--- src/sv/hashed_pattern_gen_check_top_macros.svh ---
// Assertion helpers for the pattern generator/checker.
// Both macros assume a clock named clk and a synchronous reset named rst in scope.
`ifndef HASHED_PATTERN_GEN_CHECK_TOP_MACROS_SVH
`define HASHED_PATTERN_GEN_CHECK_TOP_MACROS_SVH

`ifndef NO_ASSERTIONS

`define HPGC_ASSERT_NOW(lbl, ante, cons) \
  lbl: assert property (@(posedge clk) disable iff (rst) (ante) |-> (cons)) \
    else $error("hpgc: same-cycle check failed");

`define HPGC_ASSERT_NEXT(lbl, ante, cons) \
  lbl: assert property (@(posedge clk) disable iff (rst) (ante) |=> (cons)) \
    else $error("hpgc: next-cycle check failed");

`else

`define HPGC_ASSERT_NOW(lbl, ante, cons)
`define HPGC_ASSERT_NEXT(lbl, ante, cons)

`endif

`endif

--- src/sv/hpgc_pkg.sv ---
`default_nettype none

package hpgc_pkg;

  localparam int OFFSET_BITS = 32;
  localparam logic [OFFSET_BITS-1:0] OFFSET_MAX = '1;

  localparam logic [63:0] LCG_MULT = 64'h5851_F42D_4C95_7F2D;
  localparam logic [63:0] MIX_MULT = 64'hFF51_AFD7_ED55_8CCD;
  localparam int MIX_SHIFT = 33;

  localparam int Q_DEPTH = 4;
  localparam int Q_PTR_BITS = $clog2(Q_DEPTH);

  typedef struct packed {
    logic       func;
    logic [7:0] data_byte;
    logic       last;
  } hpgc_in_t;

  typedef struct packed {
    logic [7:0]  pattern_byte;
    logic        byte_mismatch;
    logic        done_res;
    logic [31:0] first_bad_offset;
    logic        passed;
  } hpgc_out_t;

  // queue entry: one byte position, already numbered by the front end
  typedef struct packed {
    logic                   func;
    logic [7:0]             data_byte;
    logic                   last;
    logic [OFFSET_BITS-1:0] off;
    logic [OFFSET_BITS-1:0] count;
  } hpgc_item_t;

  typedef struct packed {
    logic full;
    logic empty;
  } hpgc_q_stat_t;

endpackage

`default_nettype wire

--- src/sv/hashed_pattern_gen_check_top.sv ---
// Position-keyed test pattern generator and checker.
// Input channel (item_valid/item_stall, payload item): one byte position per
// transaction, with func (0 generate, 1 check data_byte) and last.
// Output channel (res_valid/res_stall, payload res): one result per input
// transaction, in order: pattern byte, per-byte mismatch flag, and on the last
// byte the first bad offset (or byte count) and the pass flag.
// Config channel (cfg_valid/cfg_ready, cfg_data): writes pattern_seed; always
// ready, to be written only while the block is idle.
// A taken item passes the queue, the hash pipeline and the result register
// before it shows on res. Throughput: one item per cycle while the queue has
// room and res is not stalled; the hash runs as a five-stage pipeline behind
// a four-entry queue. Reset clears the seed, the offset, the mismatch record,
// the queue and the pipeline; no clearing pass is needed.
// When res_stall is held, the result register and hash pipeline freeze; the
// queue keeps filling and item_stall rises once its four entries are taken.
`default_nettype none

`include "hashed_pattern_gen_check_top_macros.svh"

module hashed_pattern_gen_check_top (
  input  wire logic                clk,
  input  wire logic                rst,
  input  wire logic                item_valid,
  output logic                     item_stall,
  input  wire hpgc_pkg::hpgc_in_t  item,
  output logic                     res_valid,
  input  wire logic                res_stall,
  output hpgc_pkg::hpgc_out_t      res,
  input  wire logic                cfg_valid,
  output logic                     cfg_ready,
  input  wire logic [31:0]         cfg_data
);

  logic [63:0]            seed_add;
  logic                   push;
  logic                   pop;
  hpgc_pkg::hpgc_item_t   push_item;
  hpgc_pkg::hpgc_item_t   head;
  hpgc_pkg::hpgc_q_stat_t q_stat;

  assign cfg_ready = 1'b1;

  // LCG multiplier folded into the seed so the offset product needs one add less
  always_ff @(posedge clk) begin
    if (rst) begin
      seed_add <= hpgc_pkg::LCG_MULT;
    end else if (cfg_valid && cfg_ready) begin
      seed_add <= hpgc_pkg::LCG_MULT + {32'b0, cfg_data};
    end
  end

  hpgc_front u_front (
    .clk        (clk),
    .rst        (rst),
    .item_valid (item_valid),
    .item       (item),
    .item_stall (item_stall),
    .q_stat     (q_stat),
    .push       (push),
    .push_item  (push_item)
  );

  hpgc_queue u_queue (
    .clk       (clk),
    .rst       (rst),
    .push      (push),
    .push_item (push_item),
    .pop       (pop),
    .head      (head),
    .q_stat    (q_stat)
  );

  hpgc_back u_back (
    .clk       (clk),
    .rst       (rst),
    .seed_add  (seed_add),
    .head      (head),
    .q_stat    (q_stat),
    .pop       (pop),
    .res_valid (res_valid),
    .res_stall (res_stall),
    .res       (res)
  );

  `HPGC_ASSERT_NOW(a_not_done_quiet, res_valid && !res.done_res, res.first_bad_offset == '0 && !res.passed)
  `HPGC_ASSERT_NOW(a_pass_clean, res_valid && res.passed, !res.byte_mismatch && res.done_res)
  `HPGC_ASSERT_NOW(a_no_pop_empty, pop, !q_stat.empty)
  `HPGC_ASSERT_NEXT(a_seed_load, cfg_valid && cfg_ready, seed_add == hpgc_pkg::LCG_MULT + {32'b0, $past(cfg_data)})

endmodule

`default_nettype wire

--- src/sv/hpgc_front.sv ---
`default_nettype none

module hpgc_front (
  input  wire logic              clk,
  input  wire logic              rst,
  input  wire logic              item_valid,
  input  wire hpgc_pkg::hpgc_in_t item,
  output logic                   item_stall,
  input  wire hpgc_pkg::hpgc_q_stat_t q_stat,
  output logic                   push,
  output hpgc_pkg::hpgc_item_t   push_item
);

  logic [hpgc_pkg::OFFSET_BITS-1:0] offset;
  logic [hpgc_pkg::OFFSET_BITS-1:0] count;

  assign item_stall = q_stat.full;
  assign push       = item_valid && !q_stat.full;

  // count saturates along with the offset
  assign count = (offset == hpgc_pkg::OFFSET_MAX) ? hpgc_pkg::OFFSET_MAX
                                                  : offset + 1'b1;

  always_comb begin
    push_item.func      = item.func;
    push_item.data_byte = item.data_byte;
    push_item.last      = item.last;
    push_item.off       = offset;
    push_item.count     = count;
  end

  always_ff @(posedge clk) begin
    if (rst) begin
      offset <= '0;
    end else if (push) begin
      offset <= item.last ? '0 : count;
    end
  end

endmodule

`default_nettype wire

--- src/sv/hpgc_queue.sv ---
`default_nettype none

module hpgc_queue (
  input  wire logic                 clk,
  input  wire logic                 rst,
  input  wire logic                 push,
  input  wire hpgc_pkg::hpgc_item_t push_item,
  input  wire logic                 pop,
  output hpgc_pkg::hpgc_item_t      head,
  output hpgc_pkg::hpgc_q_stat_t    q_stat
);

  hpgc_pkg::hpgc_item_t mem [hpgc_pkg::Q_DEPTH];

  logic [hpgc_pkg::Q_PTR_BITS-1:0] wr_ptr;
  logic [hpgc_pkg::Q_PTR_BITS-1:0] rd_ptr;
  logic [hpgc_pkg::Q_PTR_BITS:0]   fill;

  assign q_stat.full  = (fill == (hpgc_pkg::Q_PTR_BITS+1)'(hpgc_pkg::Q_DEPTH));
  assign q_stat.empty = (fill == '0);
  assign head         = mem[rd_ptr];

  always_ff @(posedge clk) begin
    if (push) begin
      mem[wr_ptr] <= push_item;
    end
  end

  always_ff @(posedge clk) begin
    if (rst) begin
      wr_ptr <= '0;
      rd_ptr <= '0;
      fill   <= '0;
    end else begin
      if (push) begin
        wr_ptr <= wr_ptr + 1'b1;
      end
      if (pop) begin
        rd_ptr <= rd_ptr + 1'b1;
      end
      if (push && !pop) begin
        fill <= fill + 1'b1;
      end else if (pop && !push) begin
        fill <= fill - 1'b1;
      end
    end
  end

endmodule

`default_nettype wire

--- src/sv/hpgc_back.sv ---
`default_nettype none

module hpgc_back (
  input  wire logic                   clk,
  input  wire logic                   rst,
  input  wire logic [63:0]            seed_add,
  input  wire hpgc_pkg::hpgc_item_t   head,
  input  wire hpgc_pkg::hpgc_q_stat_t q_stat,
  output logic                        pop,
  output logic                        res_valid,
  input  wire logic                   res_stall,
  output hpgc_pkg::hpgc_out_t         res
);

  logic adv;

  // pipeline valids and item carried alongside the hash
  logic v1, v2, v3, v4, v5;
  hpgc_pkg::hpgc_item_t it1, it2, it3, it4, it5;

  // hash datapath registers
  logic [63:0] p0;
  logic [31:0] p1;
  logic [63:0] s2;
  logic [40:0] y3;
  logic [40:0] q0;
  logic [8:0]  q1;
  logic [8:0]  q2;
  logic [7:0]  pat5;

  // per-buffer record
  logic                             mismatch_seen;
  logic [hpgc_pkg::OFFSET_BITS-1:0] first_mismatch_at;

  logic [63:0] x3;
  logic [63:0] mix3;
  logic [63:0] q0_full;
  logic [8:0]  q1_full;
  logic [8:0]  q2_full;
  logic [40:0] z5;
  logic        bad;
  logic        seen_now;
  logic [hpgc_pkg::OFFSET_BITS-1:0] first_now;

  assign adv = !(res_valid && res_stall);
  assign pop = adv && !q_stat.empty;

  // (off+1)*L + seed == off*L + (L + seed); seed_add already holds L + seed
  assign x3   = s2 + seed_add;
  assign mix3 = x3 ^ (x3 >> hpgc_pkg::MIX_SHIFT);

  // only bits [40:0] of the second product feed the low output byte
  assign q0_full = y3[31:0] * hpgc_pkg::MIX_MULT[31:0];
  assign q1_full = y3[8:0] * hpgc_pkg::MIX_MULT[40:32];
  assign q2_full = y3[40:32] * hpgc_pkg::MIX_MULT[8:0];

  assign z5 = q0 + {q1 + q2, 32'b0};

  assign bad       = it5.func && (it5.data_byte != pat5);
  assign seen_now  = mismatch_seen || bad;
  assign first_now = mismatch_seen ? first_mismatch_at : it5.off;

  always_ff @(posedge clk) begin
    if (rst) begin
      v1                <= 1'b0;
      v2                <= 1'b0;
      v3                <= 1'b0;
      v4                <= 1'b0;
      v5                <= 1'b0;
      res_valid         <= 1'b0;
      mismatch_seen     <= 1'b0;
      first_mismatch_at <= '0;
    end else if (adv) begin
      v1        <= !q_stat.empty;
      v2        <= v1;
      v3        <= v2;
      v4        <= v3;
      v5        <= v4;
      res_valid <= v5;
      if (v5) begin
        if (it5.last) begin
          mismatch_seen     <= 1'b0;
          first_mismatch_at <= '0;
        end else if (bad && !mismatch_seen) begin
          mismatch_seen     <= 1'b1;
          first_mismatch_at <= it5.off;
        end
      end
    end
  end

  always_ff @(posedge clk) begin
    if (adv) begin
      it1 <= head;
      it2 <= it1;
      it3 <= it2;
      it4 <= it3;
      it5 <= it4;

      p0 <= head.off * hpgc_pkg::LCG_MULT[31:0];
      p1 <= head.off * hpgc_pkg::LCG_MULT[63:32];
      s2 <= p0 + {p1, 32'b0};
      y3 <= mix3[40:0];
      q0 <= q0_full[40:0];
      q1 <= q1_full;
      q2 <= q2_full;
      pat5 <= z5[7:0] ^ z5[40:33];

      res.pattern_byte     <= pat5;
      res.byte_mismatch    <= bad;
      res.done_res         <= it5.last;
      res.first_bad_offset <= it5.last ? (seen_now ? first_now : it5.count) : '0;
      res.passed           <= it5.last && !seen_now;
    end
  end

endmodule

`default_nettype wire

--- config.mk ---
export PLATFORM = sky130hd
export DESIGN_NAME = hashed_pattern_gen_check_top
export DESIGN_NICKNAME = d
export VERILOG_FILES = /design/src/sv/hpgc_pkg.sv /design/src/sv/hashed_pattern_gen_check_top.sv /design/src/sv/hpgc_front.sv /design/src/sv/hpgc_queue.sv /design/src/sv/hpgc_back.sv
export VERILOG_INCLUDE_DIRS = /design/src /design/src/sv
export SDC_FILE = /design/constraint.sdc
export NUM_CORES = 2
export LEC_CHECK = 0
export ABC_AREA = 1
export CELL_PAD_IN_SITES_DETAIL_PLACEMENT = 1
export CELL_PAD_IN_SITES_GLOBAL_PLACEMENT = 2
export CORE_UTILIZATION = 47
export DETAILED_ROUTE_END_ITERATION = 12
export DONT_BUFFER_PORTS = 1
export PLACE_DENSITY = 0.84
export SYNTH_ARGS = -nofsm -noshare
export SYNTH_HDL_FRONTEND = slang
export SYNTH_SLANG_ARGS = --single-unit
export TNS_END_PERCENT = 1
--- constraint.sdc ---
create_clock -name clk -period 27.6 [get_ports clk]
set_clock_uncertainty 0.15 [all_clocks]
set_input_delay 1.38 -clock clk [delete_from_list [all_inputs] [get_ports clk]]
set_output_delay 1.38 -clock clk [all_outputs]
set_load 0.01 [all_outputs]
==> results.txt <==
----------------------------------------------------
[CTS]
  Post-CTS setup buffers ... 0
  Clock buffer count from CTS ... 114
  Cells resized by post-CTS repair ... 0
  Root buffer cell ... clkbuf_16
  Reg clk slew, reported paths ... 60 ps
  Number of buffers inserted by hold repair at cts ... 0
  Sinks on the clock net ... between 1k and 1.5k
  Maximum buffer depth of the clock tree ... 3
  Source-to-sink clock delay at the later pin of the worst-skew pair ... 810 ps
  TritonCTS clock tree ... yes
  CTS H-tree lvls ... 3

[Yosys]
  Post-synthesis sequential area ratio ... 0.3590
  Most frequent cell after synthesis ... inv_1
  Number of library cell types mapped by synthesis ... 56
  Leading post-synthesis cells by cell area ... edfxtp_1, fa_1, ha_1
  Dominant combinational cell family by area after synthesis ... adder cells
  Post-synthesis share of cell area spent on and, or, nand and nor gates ... 0.1207
  Yosys warning total ... 0
  Avg Synthesized Cell Area ... around 10 sq um
  Netlist Area Pre-Place ... 84890 sq um
  Number of synthesized register bits ... between 1k and 1.5k
  Top post-synthesis cells by count ... inv_1, nand2_1, edfxtp_1
  Mux contribution to synthesized area ... 0
  Fraction of the mapped netlist area in adder cells ... 0.3383
  Synthesized netlist net count ... 10.36k
  Post-synth top area share ... 0.3322
  Complex-gate fraction of the synthesized area ... 0.06243
  Post-synthesis cell type with the largest combined area ... edfxtp_1
  Cell count after synthesis ... roughly 8.6k
  Proportion of synthesized flip-flops having asynchronous set or reset ... 0
  Post-synth EDFFs ... approximately 940
  Post-synthesis xor/xnor area fraction ... 0.02528
  Leading register cell type out of synthesis ... edfxtp_1

[Hold path]
  Worst min-delay path class ... reg -> reg

[Timing]
  Unrepaired setup endpoints after global routing ... no
  Clock period minus final worst setup slack ... approximately 9700 ps
  Total negative slack ... 0 ps
  Final-report max-slew violation count ... 0
  Final count of negative-setup-slack endpoints ... 0
  Period utilization ... 0.3504
  Final hold violations ... 0
  Maximum clock frequency ... 103.4 MHz
  Max-slew headroom ... 0.1643
  Worst Tran Pin Value ... 1240 ps

[Cells and area]
  Layout overhead on the synthesized area ... 8.410%
  Layout net count ... ~10k
  Share of layout cells above drive strength 1 ... 0.04006
  Count of filler cells inserted in the layout ... 19.88k

[Drt]
  Number of DRC markers in iteration 0 ... ~4.1k
  Average routed wire per standard cell ... 26.19 um
  First drt pass iteration count ... 6
  Final routed DRC violation total ... 0
  Remaining antenna violation count ... 0
  Number of vias per cell after detailed routing ... between 5 and 6
  Count of vias placed by the detailed router ... between 60k and 70k
  Total Routed Length ... just under 300 mm

[Worst setup path]
  Nature of the critical path endpoint ... flip-flop
  Maximum fanout count along the critical path ... 55
  Most frequent CP cell ... fa_1
  Nature of the critical path startpoint ... flip-flop
  Critical path required time ... 27960 ps
  Slowest CP cell ... inv_1
  Crit path kind ... reg -> reg
  Crit path largest cell delay ... slightly below 800 ps
  Data arrival time of the critical path ... approximately 10000 ps

[Die]
  Total Die Area ... approximately 180000 sq um
  Row Count ... roughly 160
  Die height ... ~430 um
  IO Pins ... 93
  Initial cell density of the core ... 0.4742
  Floorplan core area ... 179000 sq um
  Die W ... between 400 and 500 um

[Job]
  Max-capacitance violation count ... 0

[GRT]
  Wire length of the first global-routing pass ... between 400 and 500 mm
  Grt ovf ... 0
  Largest net degree at the start of global routing ... ~180
  Vias in the first global route ... between 60k and 70k
  All-Layer GR Usage ... 0.3256
  Number of antenna violations at the first check in global routing ... 15

[Outcome]
  Status ... completed

[Place]
  HPWL after DPL ... between 200 and 250 mm
  Routability congestion estimate ... about 1.0
  Buffers on Ports ... 0

----------------------------------------------------
==> cell type report <==
cell class | instances | area, sq um | share of cell area
Antenna cell | 14 | 35.03 | 0.0003807
Timing Repair Buffer | 59 | 467.9 | 0.005085
Multi-Input combinational cell | 5391 | 46540 | 0.5057
Clock inverter | 81 | 978.4 | 0.01063
Clock buffer | 137 | 3009 | 0.03270
Sequential cell | 1053 | 30480 | 0.3312
Inverter | 2016 | 7571 | 0.08227
Tap cell | 2355 | 2947 | 0.03202
==> registers in the layout, summed over array words and instances, names as in the netlist, 3 cells and up, named ones only <==
name                      cells
u_queue.mem                 296
u_back.it3                   74
u_back.it4                   74
u_back.it5                   74
u_back.it1                   72
u_back.it2                   72
u_back.s2                    64
u_back.p0                    55
u_back.res                   43
u_back.y3                    41
seed_add                     34
u_back.first_mismatch_at     32
u_back.p1                    32
u_front.offset               32
u_back.q0                    16
u_back.q1                     9
u_back.q2                     9
u_back.pat5                   8
u_queue.fill                  3
==> logic make-up after synthesis <==
logic type / after synthesis
flip-flops: 1053
other: 1
XOR/XNOR: 245
buffers and inverters: 2118
adder cells (fa/ha/maj): 1752
AO/OA/AOI/OAI: 951
AND/OR/NAND/NOR: 2442
==> worst max-delay path: cells and delay by family (launching register included) <==
kind            cells  cell delay, ps
fa+ha+maj           9            4080
flops               1             510
buf+inv             9            2410
xor+xnor            1             380
simple gates        7            1310
compound gates      1             480
==> per-layer routing <==
layer  part of all wire  wire length [um]  global-route usage  vias up
met1               0.40            116400              0.3996    30733
met2               0.50            144000              0.5646     1556
li1                   -                 -                   -    27415
met3              0.041             12050             0.03230      501
met5           0.000024                 7                   0        -
met4              0.063             18380              0.1751        2
==> final timing paths <==
kind            startpoint  slack [ps]            end  cells past startpoint
max              flip-flop       17930  u_back.p0[26]                     27
max reg2reg      flip-flop       17930  u_back.p0[26]                     27
min          u_back.it1[3]         220  u_back.it2[3]                      0
min reg2reg  u_back.it1[3]         220  u_back.it2[3]                      0
==> cells in the final DEF (no fill, tap or decap), types with 112 or more instances in the layout <==
master     Yosys  layout
inv_1       2004    2004
fa_1         906     906
ha_1         846     846
nor2_1       579     573
nand2_1     1345    1344
xor2_1       153     153
a21oi_1      415     415
dfxtp_1      114     112
o21ai_0      303     303
clkbuf_16      0     114
edfxtp_1     939     939
nand3_1      296     296
==> per-stage QoR <==
stage / worst slack (ps) / utilization / std cells / hold WS [ps] / area, sq um
after floorplan: 8671 / - / 8562 / 250.3 / 84890
after global placement: 18010 / 0.4917 / 10874 / 250.2 / 88010
after detailed placement: 18030 / 0.4917 / 10874 / 255.2 / 88010
after CTS: 18000 / 0.5139 / 11092 / 216.4 / 91990
after global routing: 17660 / 0.5141 / 11105 / 221.0 / 92030
final: 17930 / 0.5141 / 11106 / 221.1 / 92030
Power is left out: the tool's default activity adds up to more than one toggle a clock period on the data nets, which glitch-free logic cannot reach.
